--- src/rtl/core/tld_pkg.sv ---
// Shared constants, command codes and types for the telnet line discipline.
package tld_pkg;

  localparam int LINE_DEPTH   = 64;
  localparam int LEN_W        = $clog2(LINE_DEPTH);
  localparam int QUEUE_DEPTH  = 4;
  localparam int QUEUE_PTR_W  = $clog2(QUEUE_DEPTH);

  localparam logic [LEN_W-1:0] LINE_LIMIT = LEN_W'(LINE_DEPTH - 3);

  localparam logic [7:0] CH_IAC  = 8'd255;
  localparam logic [7:0] CH_WILL = 8'd251;
  localparam logic [7:0] CH_DONT = 8'd254;
  localparam logic [7:0] CH_DEL  = 8'd127;
  localparam logic [7:0] CH_SP   = 8'd32;
  localparam logic [7:0] CH_TILDE = 8'd126;
  localparam logic [7:0] CH_CR   = 8'd13;
  localparam logic [7:0] CH_LF   = 8'd10;
  localparam logic [7:0] CH_BS   = 8'd8;

  localparam logic [1:0] OP_ECHO  = 2'd0;
  localparam logic [1:0] OP_ERASE = 2'd1;
  localparam logic [1:0] OP_FLUSH = 2'd2;

  typedef struct packed {
    logic [1:0] op;
    logic [7:0] data;
  } tld_cmd_t;

endpackage

--- src/rtl/core/tld_ram.sv ---
// Generic single-port-write, registered-read RAM.
module tld_ram #(
  parameter int WIDTH = 8,
  parameter int DEPTH = 64
) (
  input  logic                     clk,
  input  logic                     wr_en,
  input  logic [$clog2(DEPTH)-1:0] wr_addr,
  input  logic [WIDTH-1:0]         wr_data,
  input  logic [$clog2(DEPTH)-1:0] rd_addr,
  output logic [WIDTH-1:0]         rd_data
);

  logic [WIDTH-1:0] mem_r [DEPTH];
  logic [WIDTH-1:0] rd_data_r;

  always_ff @(posedge clk) begin
    if (wr_en) begin
      mem_r[wr_addr] <= wr_data;
    end
    rd_data_r <= mem_r[rd_addr];
  end

  assign rd_data = rd_data_r;

endmodule

--- src/rtl/core/tld_front.sv ---
// Front end: IAC stripping and classification of received bytes into commands.
module tld_front (
  input  logic            clk,
  input  logic            rst_n,
  input  logic [7:0]      in_rx_byte,
  input  logic            push,
  output logic            full,
  input  logic            q_full,
  output logic            cmd_push,
  output tld_pkg::tld_cmd_t cmd
);

  import tld_pkg::*;

  localparam logic [1:0] MODE_TEXT = 2'd0;
  localparam logic [1:0] MODE_CMD  = 2'd1;
  localparam logic [1:0] MODE_OPT  = 2'd2;

  logic [1:0] mode_r, mode_nxt;
  logic       accept;
  logic       has_cmd;

  assign full   = q_full;
  assign accept = push && !q_full;

  always_comb begin
    mode_nxt = mode_r;
    has_cmd  = 1'b0;
    cmd.op   = OP_ECHO;
    cmd.data = in_rx_byte;
    case (mode_r)
      MODE_OPT: begin
        mode_nxt = MODE_TEXT;
      end
      MODE_CMD: begin
        mode_nxt = (in_rx_byte inside {[CH_WILL:CH_DONT]}) ? MODE_OPT : MODE_TEXT;
      end
      default: begin
        mode_nxt = MODE_TEXT;
        if (in_rx_byte == CH_IAC) begin
          mode_nxt = MODE_CMD;
        end else if (in_rx_byte inside {CH_CR, CH_LF}) begin
          has_cmd = 1'b1;
          cmd.op  = OP_FLUSH;
        end else if (in_rx_byte inside {CH_BS, CH_DEL}) begin
          has_cmd = 1'b1;
          cmd.op  = OP_ERASE;
        end else if (in_rx_byte inside {[CH_SP:CH_TILDE]}) begin
          has_cmd = 1'b1;
          cmd.op  = OP_ECHO;
        end
      end
    endcase
  end

  assign cmd_push = accept && has_cmd;

  always_ff @(posedge clk) begin
    if (!rst_n) begin
      mode_r <= MODE_TEXT;
    end else if (accept) begin
      mode_r <= mode_nxt;
    end
  end

endmodule

--- src/rtl/core/tld_cmd_queue.sv ---
// Short command queue between the front end and the line editor.
module tld_cmd_queue (
  input  logic              clk,
  input  logic              rst_n,
  input  logic              wr_en,
  input  tld_pkg::tld_cmd_t wr_cmd,
  output logic              q_full,
  input  logic              rd_en,
  output tld_pkg::tld_cmd_t rd_cmd,
  output logic              q_empty
);

  import tld_pkg::*;

  tld_cmd_t               entries_r [QUEUE_DEPTH];
  logic [QUEUE_PTR_W-1:0] wr_ptr_r, rd_ptr_r;
  logic [QUEUE_PTR_W:0]   count_r;
  logic                   do_wr, do_rd;

  assign q_full  = (count_r == (QUEUE_PTR_W+1)'(QUEUE_DEPTH));
  assign q_empty = (count_r == '0);
  assign do_wr   = wr_en && !q_full;
  assign do_rd   = rd_en && !q_empty;
  assign rd_cmd  = entries_r[rd_ptr_r];

  always_ff @(posedge clk) begin
    if (do_wr) begin
      entries_r[wr_ptr_r] <= wr_cmd;
    end
  end

  always_ff @(posedge clk) begin
    if (!rst_n) begin
      wr_ptr_r <= '0;
      rd_ptr_r <= '0;
      count_r  <= '0;
    end else begin
      if (do_wr) begin
        wr_ptr_r <= wr_ptr_r + 1'b1;
      end
      if (do_rd) begin
        rd_ptr_r <= rd_ptr_r + 1'b1;
      end
      if (do_wr && !do_rd) begin
        count_r <= count_r + 1'b1;
      end else if (do_rd && !do_wr) begin
        count_r <= count_r - 1'b1;
      end
    end
  end

endmodule

--- src/rtl/core/tld_back.sv ---
// Line editor: owns the line store and length, sequences echo and shell words.
module tld_back (
  input  logic              clk,
  input  logic              rst_n,
  input  tld_pkg::tld_cmd_t cmd,
  input  logic              q_empty,
  output logic              cmd_pop,
  output logic              empty,
  input  logic              pop,
  output logic              out_dest,
  output logic [7:0]        out_byte,
  output logic              out_last_of_run
);

  import tld_pkg::*;

  localparam logic [2:0] ST_IDLE = 3'd0;
  localparam logic [2:0] ST_SP   = 3'd1;
  localparam logic [2:0] ST_BS2  = 3'd2;
  localparam logic [2:0] ST_RD   = 3'd3;
  localparam logic [2:0] ST_DATA = 3'd4;
  localparam logic [2:0] ST_CR   = 3'd5;
  localparam logic [2:0] ST_LF   = 3'd6;

  logic [2:0]       state_r, state_nxt;
  logic [LEN_W-1:0] len_r, len_nxt;
  logic [LEN_W-1:0] idx_r, idx_nxt;
  logic             valid_r;
  logic             dest_r, dest_nxt;
  logic [7:0]       byte_r, byte_nxt;
  logic             last_r, last_nxt;
  logic             emit;
  logic             slot_free;
  logic             wr_en;
  logic [7:0]       rd_data;

  tld_ram #(
    .WIDTH (8),
    .DEPTH (LINE_DEPTH)
  ) u_line_ram (
    .clk     (clk),
    .wr_en   (wr_en),
    .wr_addr (len_r),
    .wr_data (cmd.data),
    .rd_addr (idx_r),
    .rd_data (rd_data)
  );

  // the output word may be replaced in the cycle it is taken
  assign slot_free = !valid_r || pop;

  always_comb begin
    state_nxt = state_r;
    len_nxt   = len_r;
    idx_nxt   = idx_r;
    emit      = 1'b0;
    dest_nxt  = 1'b0;
    byte_nxt  = CH_BS;
    last_nxt  = 1'b0;
    wr_en     = 1'b0;
    cmd_pop   = 1'b0;
    case (state_r)
      ST_IDLE: begin
        if (!q_empty && slot_free) begin
          cmd_pop = 1'b1;
          case (cmd.op)
            OP_ECHO: begin
              if (len_r < LINE_LIMIT) begin
                wr_en    = 1'b1;
                len_nxt  = len_r + 1'b1;
                emit     = 1'b1;
                byte_nxt = cmd.data;
                last_nxt = 1'b1;
              end
            end
            OP_ERASE: begin
              if (len_r != '0) begin
                len_nxt   = len_r - 1'b1;
                emit      = 1'b1;
                state_nxt = ST_SP;
              end
            end
            OP_FLUSH: begin
              idx_nxt = '0;
              if (len_r == '0) begin
                emit      = 1'b1;
                dest_nxt  = 1'b1;
                byte_nxt  = CH_CR;
                state_nxt = ST_LF;
              end else begin
                state_nxt = ST_RD;
              end
            end
            default: begin
            end
          endcase
        end
      end
      ST_SP: begin
        if (slot_free) begin
          emit      = 1'b1;
          byte_nxt  = CH_SP;
          state_nxt = ST_BS2;
        end
      end
      ST_BS2: begin
        if (slot_free) begin
          emit      = 1'b1;
          last_nxt  = 1'b1;
          state_nxt = ST_IDLE;
        end
      end
      ST_RD: begin
        // read address settles; data arrives next cycle
        state_nxt = ST_DATA;
      end
      ST_DATA: begin
        if (slot_free) begin
          emit     = 1'b1;
          dest_nxt = 1'b1;
          byte_nxt = rd_data;
          if (idx_r == LEN_W'(len_r - 1'b1)) begin
            state_nxt = ST_CR;
          end else begin
            idx_nxt   = idx_r + 1'b1;
            state_nxt = ST_RD;
          end
        end
      end
      ST_CR: begin
        if (slot_free) begin
          emit      = 1'b1;
          dest_nxt  = 1'b1;
          byte_nxt  = CH_CR;
          state_nxt = ST_LF;
        end
      end
      ST_LF: begin
        if (slot_free) begin
          emit      = 1'b1;
          dest_nxt  = 1'b1;
          byte_nxt  = CH_LF;
          last_nxt  = 1'b1;
          len_nxt   = '0;
          state_nxt = ST_IDLE;
        end
      end
      default: begin
        state_nxt = ST_IDLE;
      end
    endcase
  end

  always_ff @(posedge clk) begin
    if (!rst_n) begin
      state_r <= ST_IDLE;
      len_r   <= '0;
      idx_r   <= '0;
      valid_r <= 1'b0;
    end else begin
      state_r <= state_nxt;
      len_r   <= len_nxt;
      idx_r   <= idx_nxt;
      if (emit) begin
        valid_r <= 1'b1;
      end else if (pop) begin
        valid_r <= 1'b0;
      end
    end
  end

  always_ff @(posedge clk) begin
    if (emit) begin
      dest_r <= dest_nxt;
      byte_r <= byte_nxt;
      last_r <= last_nxt;
    end
  end

  assign empty           = !valid_r;
  assign out_dest        = dest_r;
  assign out_byte        = byte_r;
  assign out_last_of_run = last_r;

endmodule

--- src/rtl/core/telnet_line_discipline.sv ---
// Top level of the telnet line discipline: front end, command queue, line editor.
//
//  channel | direction | handshake          | word
//  --------+-----------+--------------------+----------------------------------
//  input   | in        | push / full        | in_rx_byte
//  result  | out       | empty / pop        | out_dest, out_byte, out_last_of_run
//
// The front end takes a byte every cycle while the command queue has room.
// The editor takes a new command only from idle: an echo stores the byte and
// registers it as the output word, an erase gives backspace, space, backspace,
// and a line end gives each stored byte, then CR and LF, through the line
// RAM's registered read (one read and one output word per byte).
// Reset clears the parse mode, queue, line length and output valid flag; the
// line RAM keeps its contents. A held result stalls the editor; the front end
// keeps taking bytes until the four-entry command queue fills.
module telnet_line_discipline (
  input  logic       clk,
  input  logic       rst_n,
  input  logic [7:0] in_rx_byte,
  input  logic       push,
  output logic       full,
  output logic       empty,
  input  logic       pop,
  output logic       out_dest,
  output logic [7:0] out_byte,
  output logic       out_last_of_run
);

  import tld_pkg::*;

  tld_cmd_t front_cmd;
  tld_cmd_t queue_cmd;
  logic     cmd_push;
  logic     cmd_pop;
  logic     q_full;
  logic     q_empty;

  tld_front u_front (
    .clk        (clk),
    .rst_n      (rst_n),
    .in_rx_byte (in_rx_byte),
    .push       (push),
    .full       (full),
    .q_full     (q_full),
    .cmd_push   (cmd_push),
    .cmd        (front_cmd)
  );

  tld_cmd_queue u_queue (
    .clk     (clk),
    .rst_n   (rst_n),
    .wr_en   (cmd_push),
    .wr_cmd  (front_cmd),
    .q_full  (q_full),
    .rd_en   (cmd_pop),
    .rd_cmd  (queue_cmd),
    .q_empty (q_empty)
  );

  tld_back u_back (
    .clk             (clk),
    .rst_n           (rst_n),
    .cmd             (queue_cmd),
    .q_empty         (q_empty),
    .cmd_pop         (cmd_pop),
    .empty           (empty),
    .pop             (pop),
    .out_dest        (out_dest),
    .out_byte        (out_byte),
    .out_last_of_run (out_last_of_run)
  );

endmodule
--- config.mk ---
export PLATFORM = sky130hd
export DESIGN_NAME = telnet_line_discipline
export DESIGN_NICKNAME = d
export VERILOG_FILES = /design/src/rtl/core/tld_pkg.sv /design/src/rtl/core/tld_ram.sv /design/src/rtl/core/tld_front.sv /design/src/rtl/core/tld_cmd_queue.sv /design/src/rtl/core/tld_back.sv /design/src/rtl/core/telnet_line_discipline.sv
export SDC_FILE = /design/constraint.sdc
export NUM_CORES = 1
export LEC_CHECK = 0
export BUFFER_PORTS_ARGS = -buffer_cell sky130_fd_sc_hd__buf_4
export CORE_UTILIZATION = 40
export CTS_CLUSTER_SIZE = 30
export DETAILED_ROUTE_END_ITERATION = 10
export HOLD_SLACK_MARGIN = 0.06
export PLACE_DENSITY_LB_ADDON = 0.25
export SLEW_MARGIN = 20
export SYNTH_ARGS = -nofsm -noshare
export SYNTH_HDL_FRONTEND = slang
export SYNTH_SLANG_ARGS = --single-unit
--- constraint.sdc ---
create_clock -name clk -period 4.6 [get_ports clk]
set_clock_uncertainty 0.05 [all_clocks]
set_input_delay 0.23 -clock clk [delete_from_list [all_inputs] [get_ports clk]]
set_output_delay 0.23 -clock clk [all_outputs]
set_load 0.01 [all_outputs]
==> flow_metrics.env, run 1 <==
export IMPL_die_w_um=246
export IMPL_cts_clk_slew_worst_paths_ns=0.06
export IMPL_start_util=0.405
export IMPL_drc=0
export IMPL_finalCritPeriodShare=0.873
export IMPL_grt_pass1_wl_um=81400
export IMPL_cts_root_buffer="clkbuf_16"
export IMPL_grt_total_usage=0.185
export IMPL_portBuffers=23
export IMPL_dr_total_vias=11792
export IMPL_slew_headroom=0.322
export IMPL_synth_cell_type_count=61
export IMPL_hold_class="primary input to register"
export IMPL_fin_nets=1304
export IMPL_cts_inserted_buffers=59
export IMPL_core_um2=59000
export IMPL_syn_area_um2=23900
export IMPL_async_flop_share=0
export IMPL_drtIter0Drc=1194
export IMPL_final_setup_tns_ns=0
export IMPL_diodes=0
export IMPL_min_period_ns=4.02
export IMPL_clock_latency_ns=0.63
export IMPL_ys_warnings_count=0
export IMPL_critPathArrivalTime_ns=4.23
export IMPL_die_area_um2=60700
export IMPL_drtPass1Iterations=7
export IMPL_report_final_slew_viol_count=0
export IMPL_fmax_mhz=249
export IMPL_antenna_found_initial=0
export IMPL_grt_overflow_total=0
export IMPL_criticalPathCategory="register to register"
export IMPL_crit_required_ns=4.81
export IMPL_cts_resized=0
export IMPL_cts_tree="yes"
export IMPL_cp_max_fo=10
export IMPL_setup_slack_ns=0.585
export IMPL_hold_violations=0
export IMPL_powerDensity_nw_per_um2=528
export IMPL_area_delta_synth_final_pct=13.8
export IMPL_syn_instance_count=1222
export IMPL_syn_nets=1249
export IMPL_grt_max_degree=66
export IMPL_gp_congestion=0.808
export IMPL_syn_avg_cell_area_um2=19.5
export IMPL_outcome="finished, final reports clean"
export IMPL_fin_cells=2097
export IMPL_rsz0062_at_grt="no"
export IMPL_worstSetupStartpointType="register"
export IMPL_critical_path_endpoint_type="register"
export IMPL_placed_cells=1977
export IMPL_routed_via_density=5.62
export IMPL_htree_levels=2
export IMPL_worst_slew_pin_slew_ns=1.01
export IMPL_postRouteAntennaNets=0
export IMPL_dieHeight_um=246
export IMPL_grt_pass1_vias=11929
export IMPL_synthFlopType="edfxtp_1"
export IMPL_ys_seq_area_frac=0.736
export IMPL_io_pins=24
export IMPL_routed_wl_um=55000
export IMPL_cts_setup_buffers=0
export IMPL_fill_cells=4929
export IMPL_p_leak_nw=8.26
export IMPL_place_ws_ns=0.655
export IMPL_dp_hpwl_um=33300
export IMPL_clkSinkCount=597
export IMPL_ys_ff_latch=597
export IMPL_setup_viol_count_final=0
export IMPL_layout_drive_gt1_share=0.246
export IMPL_synth_edff_count=562
export IMPL_row_count=89
export IMPL_wire_per_inst_um=26.2
export IMPL_ir_worst_vdd_v=0.000294
export IMPL_hold_buffers=12
export IMPL_clock_path_buffers=3
export IMPL_cap_violations=0
## per-layer routing
metal / up-vias / track usage / share of wire
met3: 88 / 0.0349 / 0.056
li1: 5105 / - / -
met4: 0 / 0.0590 / 0.027
met1: 6223 / 0.257 / 0.43
met2: 376 / 0.296 / 0.49
met5: - / 0 / 0
## worst paths after layout
kind / startpoint / to / slack, ns / cells past startpoint
worst max-delay path: register / u_back.u_line_ram.mem_r[57][3]$_DFFE_PP_ / 0.58 / 8
worst min-delay path: in_rx_byte[6] / u_queue.entries_r[1][6]$_DFFE_PP_ / 0.31 / 2
worst min register to register: u_queue.count_r[2]$_SDFFE_PN0P_ / u_queue.count_r[2]$_SDFFE_PN0P_ / 0.48 / 2
worst max register to register: register / u_back.u_line_ram.mem_r[57][3]$_DFFE_PP_ / 0.58 / 8
## kinds of logic (layout without fill, tap and decap cells)
family / Yosys count / in the layout / synth area share
xor+xnor: 18 / 18 / 0.00660
simple gates: 219 / 219 / 0.0450
flops: 597 / 597 / 0.736
compound gates: 94 / 94 / 0.0286
mux: 196 / 196 / 0.161
fa+ha+maj: 15 / 15 / 0.00817
buf+inv: 83 / 185 / 0.0145
## critical path, cell delays in order (launching register included)
cell and delay [ns]:
dfxtp_1 0.63, mux4_2 0.43, inv_1 0.10, ha_1 0.16, o21ai_0 0.20, nor2_1 0.65
buf_4 0.28, nand4_1 0.35, nor2_1 0.78
## cell usage in the layout (no fill, tap or decap), types with 8 or more instances in the layout
cell type / count
xnor2_1: 12
mux2_2: 14
clkinv_1: 8
nand3_1: 17
nor3_1: 10
nor2b_1: 16
dfxtp_1: 32
nand4_1: 9
bufinv_16: 10
inv_1: 11
clkinv_2: 17
nand2_1: 34
a21oi_1: 19
o2111ai_1: 8
buf_4: 49
nor2_1: 87
mux4_2: 148
clkbuf_16: 59
and2_1: 11
edfxtp_1: 562
mux2i_1: 33
dlygate4sd3_1: 12
ha_1: 14
o21ai_0: 13
## registers in the layout, summed over array words and instances (netlist names), named ones only
signal,cells
u_back.valid_r,1
u_queue.rd_ptr_r,2
u_queue.entries_r,40
u_back.out_last_of_run,1
u_back.u_line_ram.mem_r,512
u_back.out_byte,8
u_back.idx_r,6
u_back.out_dest,1
u_back.u_line_ram.rd_data,8
u_queue.wr_ptr_r,2
u_back.len_r,6
u_front.mode_r,2
u_back.state_r,3
u_queue.count_r,3
## power by group
group          leakage (nW)  internal (mW)  switching, mW
Combinational          1.91          0.842           1.70
Sequential             5.34           6.64          0.142
Clock                 0.998           2.93           2.09
Total                  8.26           10.4           3.93
## area by class of cell
| class | count | area [um2] | share of cell area |
|---|---|---|---|
| sequential | 597 | 17600 | 0.648 |
| multi-input combinational | 542 | 5960 | 0.219 |
| clock buffer | 62 | 1490 | 0.0548 |
| tap | 773 | 967 | 0.0356 |
| timing repair buffer | 66 | 588 | 0.0217 |
| clock inverter | 46 | 533 | 0.0196 |
| inverter | 11 | 41.3 | 0.00152 |
## through the flow
stage / total power [mW] / util / area [um2] / hold slack (ns)
final: 14.3 / 0.460 / 27200 / 0.313
after global routing: 14.8 / 0.460 / 27200 / 0.310
after CTS: 14.5 / 0.460 / 27200 / 0.279
after detailed placement: 9.47 / 0.424 / 25000 / 0.405
after global placement: 9.43 / 0.424 / 25000 / 0.402
after floorplan: 8.35 / - / 23900 / 0.279
## synthesized netlist by cell type, types with 12 or more instances
| library cell | instances | area, um2 |
|---|---|---|
| buf_2 | 18 | 90.1 |
| mux2_2 | 14 | 158 |
| a21oi_1 | 19 | 95.1 |
| clkbuf_1 | 42 | 158 |
| nor2_1 | 87 | 327 |
| dfxtp_1 | 35 | 701 |
| nor2b_1 | 16 | 100 |
| ha_1 | 14 | 175 |
| nand2_1 | 34 | 128 |
| o21ai_0 | 13 | 65.1 |
| edfxtp_1 | 562 | 16900 |
| xnor2_1 | 12 | 105 |
| mux2i_1 | 33 | 330 |
| mux4_2 | 149 | 3360 |
| nand3_1 | 17 | 85.1 |
No activity file was read; power rests on OpenSTA's default activity.
==> run 2: changes to the inputs <==
Settings changed: ABC_AREA from default to 1, CAP_MARGIN from default to 20.
==> run 2 against run 1 <==
  * Flip-flop and latch count is the same
  * Worst hold slack better by 0.024 ns
  * Final cell count increased by 38%
  * Synthesized cell count is 68% higher
  * Sequential share of layout area fell by 1.1 points
  * Count of clock-buffer cells in the layout grew 24
  * Clock power fell by 4%
  * Highest routed layer unchanged
==> flow_metrics.env, run 2 <==
export IMPL_die_area_um2=62600
export IMPL_outcome="finished, final reports clean"
export IMPL_r2r_slack_ns=0.80
export IMPL_htree_levels=2
export IMPL_drc=0
export IMPL_synthFlopType="edfxtp_1"
export IMPL_clock_path_buffers=3
export IMPL_r2r_end="u_back.u_line_ram.mem_r[40][6]$_DFFE_PP_"
export IMPL_ir_worst_vdd_v=0.000307
export IMPL_cts_clk_slew_worst_paths_ns=0.06
export IMPL_regMostFlops="u_back.u_line_ram.mem_r"
export IMPL_worst_hold_slack_ns=0.337
export IMPL_min_period_ns=3.80
export IMPL_rsz0062_at_grt="no"
export IMPL_total_power_mw=15.2
export IMPL_drtPass1Iterations=5
export IMPL_wire_per_inst_um=23.2
export IMPL_ys_ff_latch=597
export IMPL_critical_path_endpoint_type="register"
export IMPL_synth_edff_count=562
export IMPL_drtIter0Drc=2063
export IMPL_synth_cell_type_count=47
export IMPL_cap_violations=0
export IMPL_cts_inserted_buffers=60
export IMPL_worst_slew_pin_slew_ns=1.11
export IMPL_gp_congestion=0.940
export IMPL_die_w_um=250
export IMPL_cts_tree="yes"
export IMPL_p_leak_nw=9.11
export IMPL_setup_viol_count_final=0
export IMPL_dr_total_vias=16458
export IMPL_hold_violations=0
export IMPL_yosysTopAreaCell="edfxtp_1"
export IMPL_diodes=0
export IMPL_setup_slack_ns=0.803
export IMPL_grt_total_usage=0.213
export IMPL_finalCritPeriodShare=0.825
export IMPL_ys_warnings_count=0
export IMPL_fin_nets=2088
export IMPL_syn_nets=2083
export IMPL_grt_pass1_vias=15992
export IMPL_fmax_mhz=263
export IMPL_synthDominantCellAreaShare=0.685
export IMPL_cts_setup_buffers=0
export IMPL_layout_drive_gt1_share=0.0923
export IMPL_core_um2=60600
export IMPL_worst_r2r_cell_count=11
export IMPL_crit_path_max_incr_delay_ns=0.73
export IMPL_routed_wl_um=67000
export IMPL_cp_cell_sequence="inv_1, nand2_1, a32oi_1, inv_1, ha_1, o21ai_2, inv_2, nand2_1, nor2_4, nand4_2, nor2_1"
export IMPL_synth_most_common_cell="edfxtp_1"
export IMPL_grt_pass1_wl_um=99600
export IMPL_reg_top3="u_back.u_line_ram.mem_r x512, u_queue.entries_r x40"
export IMPL_cts_root_buffer="clkbuf_16"
export IMPL_cts_resized=0
export IMPL_clkSinkCount=597
export IMPL_largest_reg_flops=512
export IMPL_fill_cells=5443
export IMPL_syn_area_um2=24600
export IMPL_crit_required_ns=4.81
export IMPL_grt_max_degree=222
export IMPL_slew_headroom=0.260
export IMPL_async_flop_share=0
export IMPL_yosys_top_cells_count="562 x edfxtp_1, 416 x nor2_1, 290 x o21ai_0"
export IMPL_syn_avg_cell_area_um2=12.0
export IMPL_routed_via_density=5.69
export IMPL_final_core_util=0.456
export IMPL_cp_max_fo=21
export IMPL_worstSetupStartpointType="register"
export IMPL_syn_instance_count=2056
export IMPL_critPathArrivalTime_ns=4.00
export IMPL_endpoint="u_back.u_line_ram.mem_r[40][6]$_DFFE_PP_"
export IMPL_postRouteAntennaNets=0
export IMPL_final_setup_tns_ns=0
export IMPL_grt_overflow_total=0
export IMPL_hold_class="primary input to register"
export IMPL_portBuffers=23
export IMPL_powerDensity_nw_per_um2=552
export IMPL_report_final_slew_viol_count=0
export IMPL_io_pins=24
export IMPL_ys_seq_area_frac=0.713
export IMPL_row_count=90
export IMPL_place_ws_ns=0.845
export IMPL_hold_buffers=11
export IMPL_dieHeight_um=250
export IMPL_criticalPathCategory="register to register"
export IMPL_clock_latency_ns=0.62
export IMPL_start_util=0.407
export IMPL_area_delta_synth_final_pct=12.1
export IMPL_dp_hpwl_um=41200
export IMPL_slowest_stage="dfxtp_1"
export IMPL_final_common_cell="edfxtp_1"
export IMPL_antenna_found_initial=0
export IMPL_yosys_top_cells_area="edfxtp_1 68%, nor2_1 6.3%, o21ai_0 5.9%, dfxtp_1 2.8%, nand2_1 2.7%"
export IMPL_most_common_layout_cells="562 x edfxtp_1, 415 x nor2_1, 290 x o21ai_0"
## run 2: cell count changes after synthesis, moves of 33 or more
cell	previous run	this run
inv_1	11	55
nand3_1	17	84
buf_2	18	53
mux2i_1	33	0
a21oi_1	19	52
o211ai_1	0	59
mux4_2	149	0
nand2_1	34	179
o21ai_0	13	290
nor2_1	87	416
o22ai_1	6	78
## run 2: power by group
group / switching, mW / internal, mW / leakage (nW)
clock: 1.99 / 2.82 / 0.944
sequential: 0.190 / 6.90 / 5.36
combinational: 2.64 / 0.710 / 2.81
total: 4.82 / 10.4 / 9.11
## run 2: kinds of logic after synthesis
logic type | count (synthesis) | share of synthesized area
adders and majority gates | 15 | 0.00792
xor gates and xnor gates | 7 | 0.00249
DFF | 597 | 0.713
buffers and inverters | 196 | 0.0350
and+or+nand+nor | 735 | 0.125
AOI/OAI and AO/OA | 506 | 0.116
## run 2: layout make-up
| class | count | area, um2 | area share |
|---|---|---|---|
| well taps | 782 | 978 | 0.0354 |
| clock inverters | 27 | 280 | 0.0101 |
| flip-flops and latches | 597 | 17600 | 0.636 |
| inverters | 74 | 288 | 0.0104 |
| clock buffers | 86 | 1650 | 0.0597 |
| repair buffers | 65 | 561 | 0.0203 |
| multi-input cells | 1263 | 6290 | 0.228 |
## run 2: how the worst min path moves through the flow
stage                                     startpoint                                end  cells past startpoint
finish                                 in_rx_byte[1]  u_queue.entries_r[1][1]$_DFFE_PP_                      2
global route                           in_rx_byte[5]  u_queue.entries_r[3][5]$_DFFE_PP_                      2
CTS                                    in_rx_byte[6]  u_queue.entries_r[2][6]$_DFFE_PP_                      2
detailed placement    u_front.mode_r[1]$_SDFFE_PN0P_     u_front.mode_r[1]$_SDFFE_PN0P_                      2
global placement    u_queue.rd_ptr_r[0]$_SDFFE_PN0P_   u_queue.rd_ptr_r[0]$_SDFFE_PN0P_                      1
floorplan                              in_rx_byte[0]  u_queue.entries_r[0][0]$_DFFE_PP_                      0
## run 2: critical path: cells and delay by family, from the launching register on
kind	cells	cell delay [ns]
adders and majority gates	1	0.18
and+or+nand+nor	5	1.81
AOI/OAI and AO/OA	2	0.24
DFF	1	0.73
buffers and inverters	3	0.41
## run 2: stage by stage
stage	instance area, um2	std cells
global placement	25600	2769
global route	27600	2894
detailed placement	25600	2769
floorplan	24600	2056
finish	27600	2894
CTS	27600	2893
## run 2: per-layer routing
metal | vias up | wire [um] | global-route usage
met5 | - | 0 | 0
met4 | 0 | 2360 | 0.0868
met1 | 8056 | 27900 | 0.290
met3 | 139 | 5540 | 0.0340
met2 | 791 | 31200 | 0.341
li1 | 7472 | - | -
==> run 3: changes to the inputs <==
Clock period 4.6 ns to 3.6 ns, I/O delays scaled along.
==> run 3 against run 2 <==
  * Via count up 0.73%
  * Register-to-register slack worse by 0.37 ns
  * Wire length down 0.23%
  * Global-route usage down 0.075 points
  * Critical path type unchanged
  * Critical endpoint is now u_back.u_line_ram.mem_r[22][3]$_DFFE_PP_
==> flow_metrics.env, run 3 (same netlist as run 2, synthesis figures left out) <==
export IMPL_outcome="finished, final reports clean"
export IMPL_ir_worst_vdd_v=0.000407
export IMPL_antenna_found_initial=0
export IMPL_layout_drive_gt1_share=0.126
export IMPL_final_setup_tns_ns=0
export IMPL_crit_required_ns=3.89
export IMPL_worst_slew_pin_slew_ns=0.960
export IMPL_die_area_um2=62600
export IMPL_drc=0
export IMPL_fin_nets=2162
export IMPL_io_pins=24
export IMPL_finalCritPeriodShare=0.880
export IMPL_die_w_um=250
export IMPL_crit_path_max_incr_delay_ns=0.46
export IMPL_setup_viol_count_final=0
export IMPL_wire_per_inst_um=22.5
export IMPL_gp_congestion=0.948
export IMPL_row_count=90
export IMPL_drtPass1Iterations=5
export IMPL_routed_wl_um=66900
export IMPL_total_power_mw=19.7
export IMPL_largest_reg_flops=512
export IMPL_area_delta_synth_final_pct=14.8
export IMPL_critPathArrivalTime_ns=3.46
export IMPL_r2r_slack_ns=0.43
export IMPL_final_common_cell="edfxtp_1"
export IMPL_report_final_slew_viol_count=0
export IMPL_diodes=0
export IMPL_grt_pass1_vias=16286
export IMPL_dr_total_vias=16578
export IMPL_cts_inserted_buffers=61
export IMPL_regMostFlops="u_back.u_line_ram.mem_r"
export IMPL_path_delay_family="simple AND/OR/NAND/NOR gates"
export IMPL_rsz0062_at_grt="no"
export IMPL_hold_class="primary input to register"
export IMPL_portBuffers=23
export IMPL_clock_path_buffers=3
export IMPL_cts_setup_buffers=0
export IMPL_dp_hpwl_um=41300
export IMPL_critical_path_endpoint_type="register"
export IMPL_cts_clk_slew_worst_paths_ns=0.06
export IMPL_postRouteAntennaNets=0
export IMPL_worst_hold_slack_ns=0.295
export IMPL_cp_max_fo=12
export IMPL_grt_total_usage=0.212
export IMPL_powerDensity_nw_per_um2=696
export IMPL_dieHeight_um=250
export IMPL_cp_cell_sequence="inv_1, a21oi_1, a32oi_1, inv_1, ha_1, o21ai_2, inv_2, nand2_1, nor2_4, buf_4, nand4_2, nor2_1, buf_4"
export IMPL_criticalPathCategory="register to register"
export IMPL_routed_via_density=5.59
export IMPL_grt_pass1_wl_um=99800
export IMPL_slowest_stage="dfxtp_1"
export IMPL_cts_root_buffer="clkbuf_16"
export IMPL_fmax_mhz=316
export IMPL_drtIter0Drc=1863
export IMPL_worstSetupStartpointType="register"
export IMPL_cts_tree="yes"
export IMPL_hold_violations=0
export IMPL_min_period_ns=3.17
export IMPL_start_util=0.407
export IMPL_reg_top3="u_back.u_line_ram.mem_r x512, u_queue.entries_r x40"
export IMPL_most_common_layout_cells="562 x edfxtp_1, 415 x nor2_1, 290 x o21ai_0"
export IMPL_slew_headroom=0.356
export IMPL_clkSinkCount=597
export IMPL_p_leak_nw=9.56
export IMPL_grt_overflow_total=0
export IMPL_cap_violations=0
export IMPL_grt_max_degree=185
export IMPL_core_um2=60600
export IMPL_critPathBufInv=5
export IMPL_clock_latency_ns=0.63
export IMPL_htree_levels=2
run 3: cell count changes in the layout (fill, tap and decap cells not counted):
cell        change
bufinv_16       +1
clkinv_8        +1
clkbuf_16       +1
clkbuf_1       -12
buf_12          +6
clkinv_4        +3
clkbuf_8        -2
clkinvlp_4      +1
clkinv_2        +3
buf_4          +68
clkinv_1        +4
buf_16          -1
run 3: layout make-up:
cell class / instances / area, um2
fillers: 5355 / 32300
flip-flops and latches: 597 / 17600
multi-input cells: 1263 / 6290
clock buffers: 73 / 1600
repair buffers: 138 / 1160
well taps: 782 / 978
clock inverters: 40 / 390
inverters: 74 / 288
run 3: through the flow:
step,util,setup WS [ns],instance area [um2],std cells
finish,0.467,0.432,28300,2967
global route,0.467,0.155,28300,2967
CTS,0.467,0.430,28300,2967
detailed placement,0.432,0.433,26200,2843
global placement,0.432,0.554,26200,2843
floorplan,-,0.395,24600,2056
run 3: per-layer routing:
layer	track usage	up-vias	part of all wire
met3	0.0337	150	0.070
met5	0	-	0
met4	0.0815	0	0.036
met2	0.341	702	0.46
met1	0.290	8114	0.43
li1	-	7612	-
run 3: path summary, 6_finish.rpt:
path	to	cells past startpoint	start
worst max-delay path	u_back.u_line_ram.mem_r[22][3]$_DFFE_PP_	13	register
worst min-delay path	u_queue.entries_r[2][1]$_DFFE_PP_	2	in_rx_byte[1]
worst max register to register	u_back.u_line_ram.mem_r[22][3]$_DFFE_PP_	13	register
worst min register to register	u_front.mode_r[1]$_SDFFE_PN0P_	2	u_front.mode_r[1]$_SDFFE_PN0P_
run 3: repair_timing:
item	4_1_cts	5_1_grt
gates resized for setup	0	0
hold buffers	11	0
endpoints found under the hold margin	47	0
run 3: power breakdown:
| group | switching, mW | leakage [nW] | internal (mW) |
|---|---|---|---|
| clock | 2.63 | 0.979 | 3.66 |
| combinational | 3.37 | 3.23 | 1.03 |
| sequential | 0.194 | 5.36 | 8.80 |
| total | 6.19 | 9.56 | 13.5 |
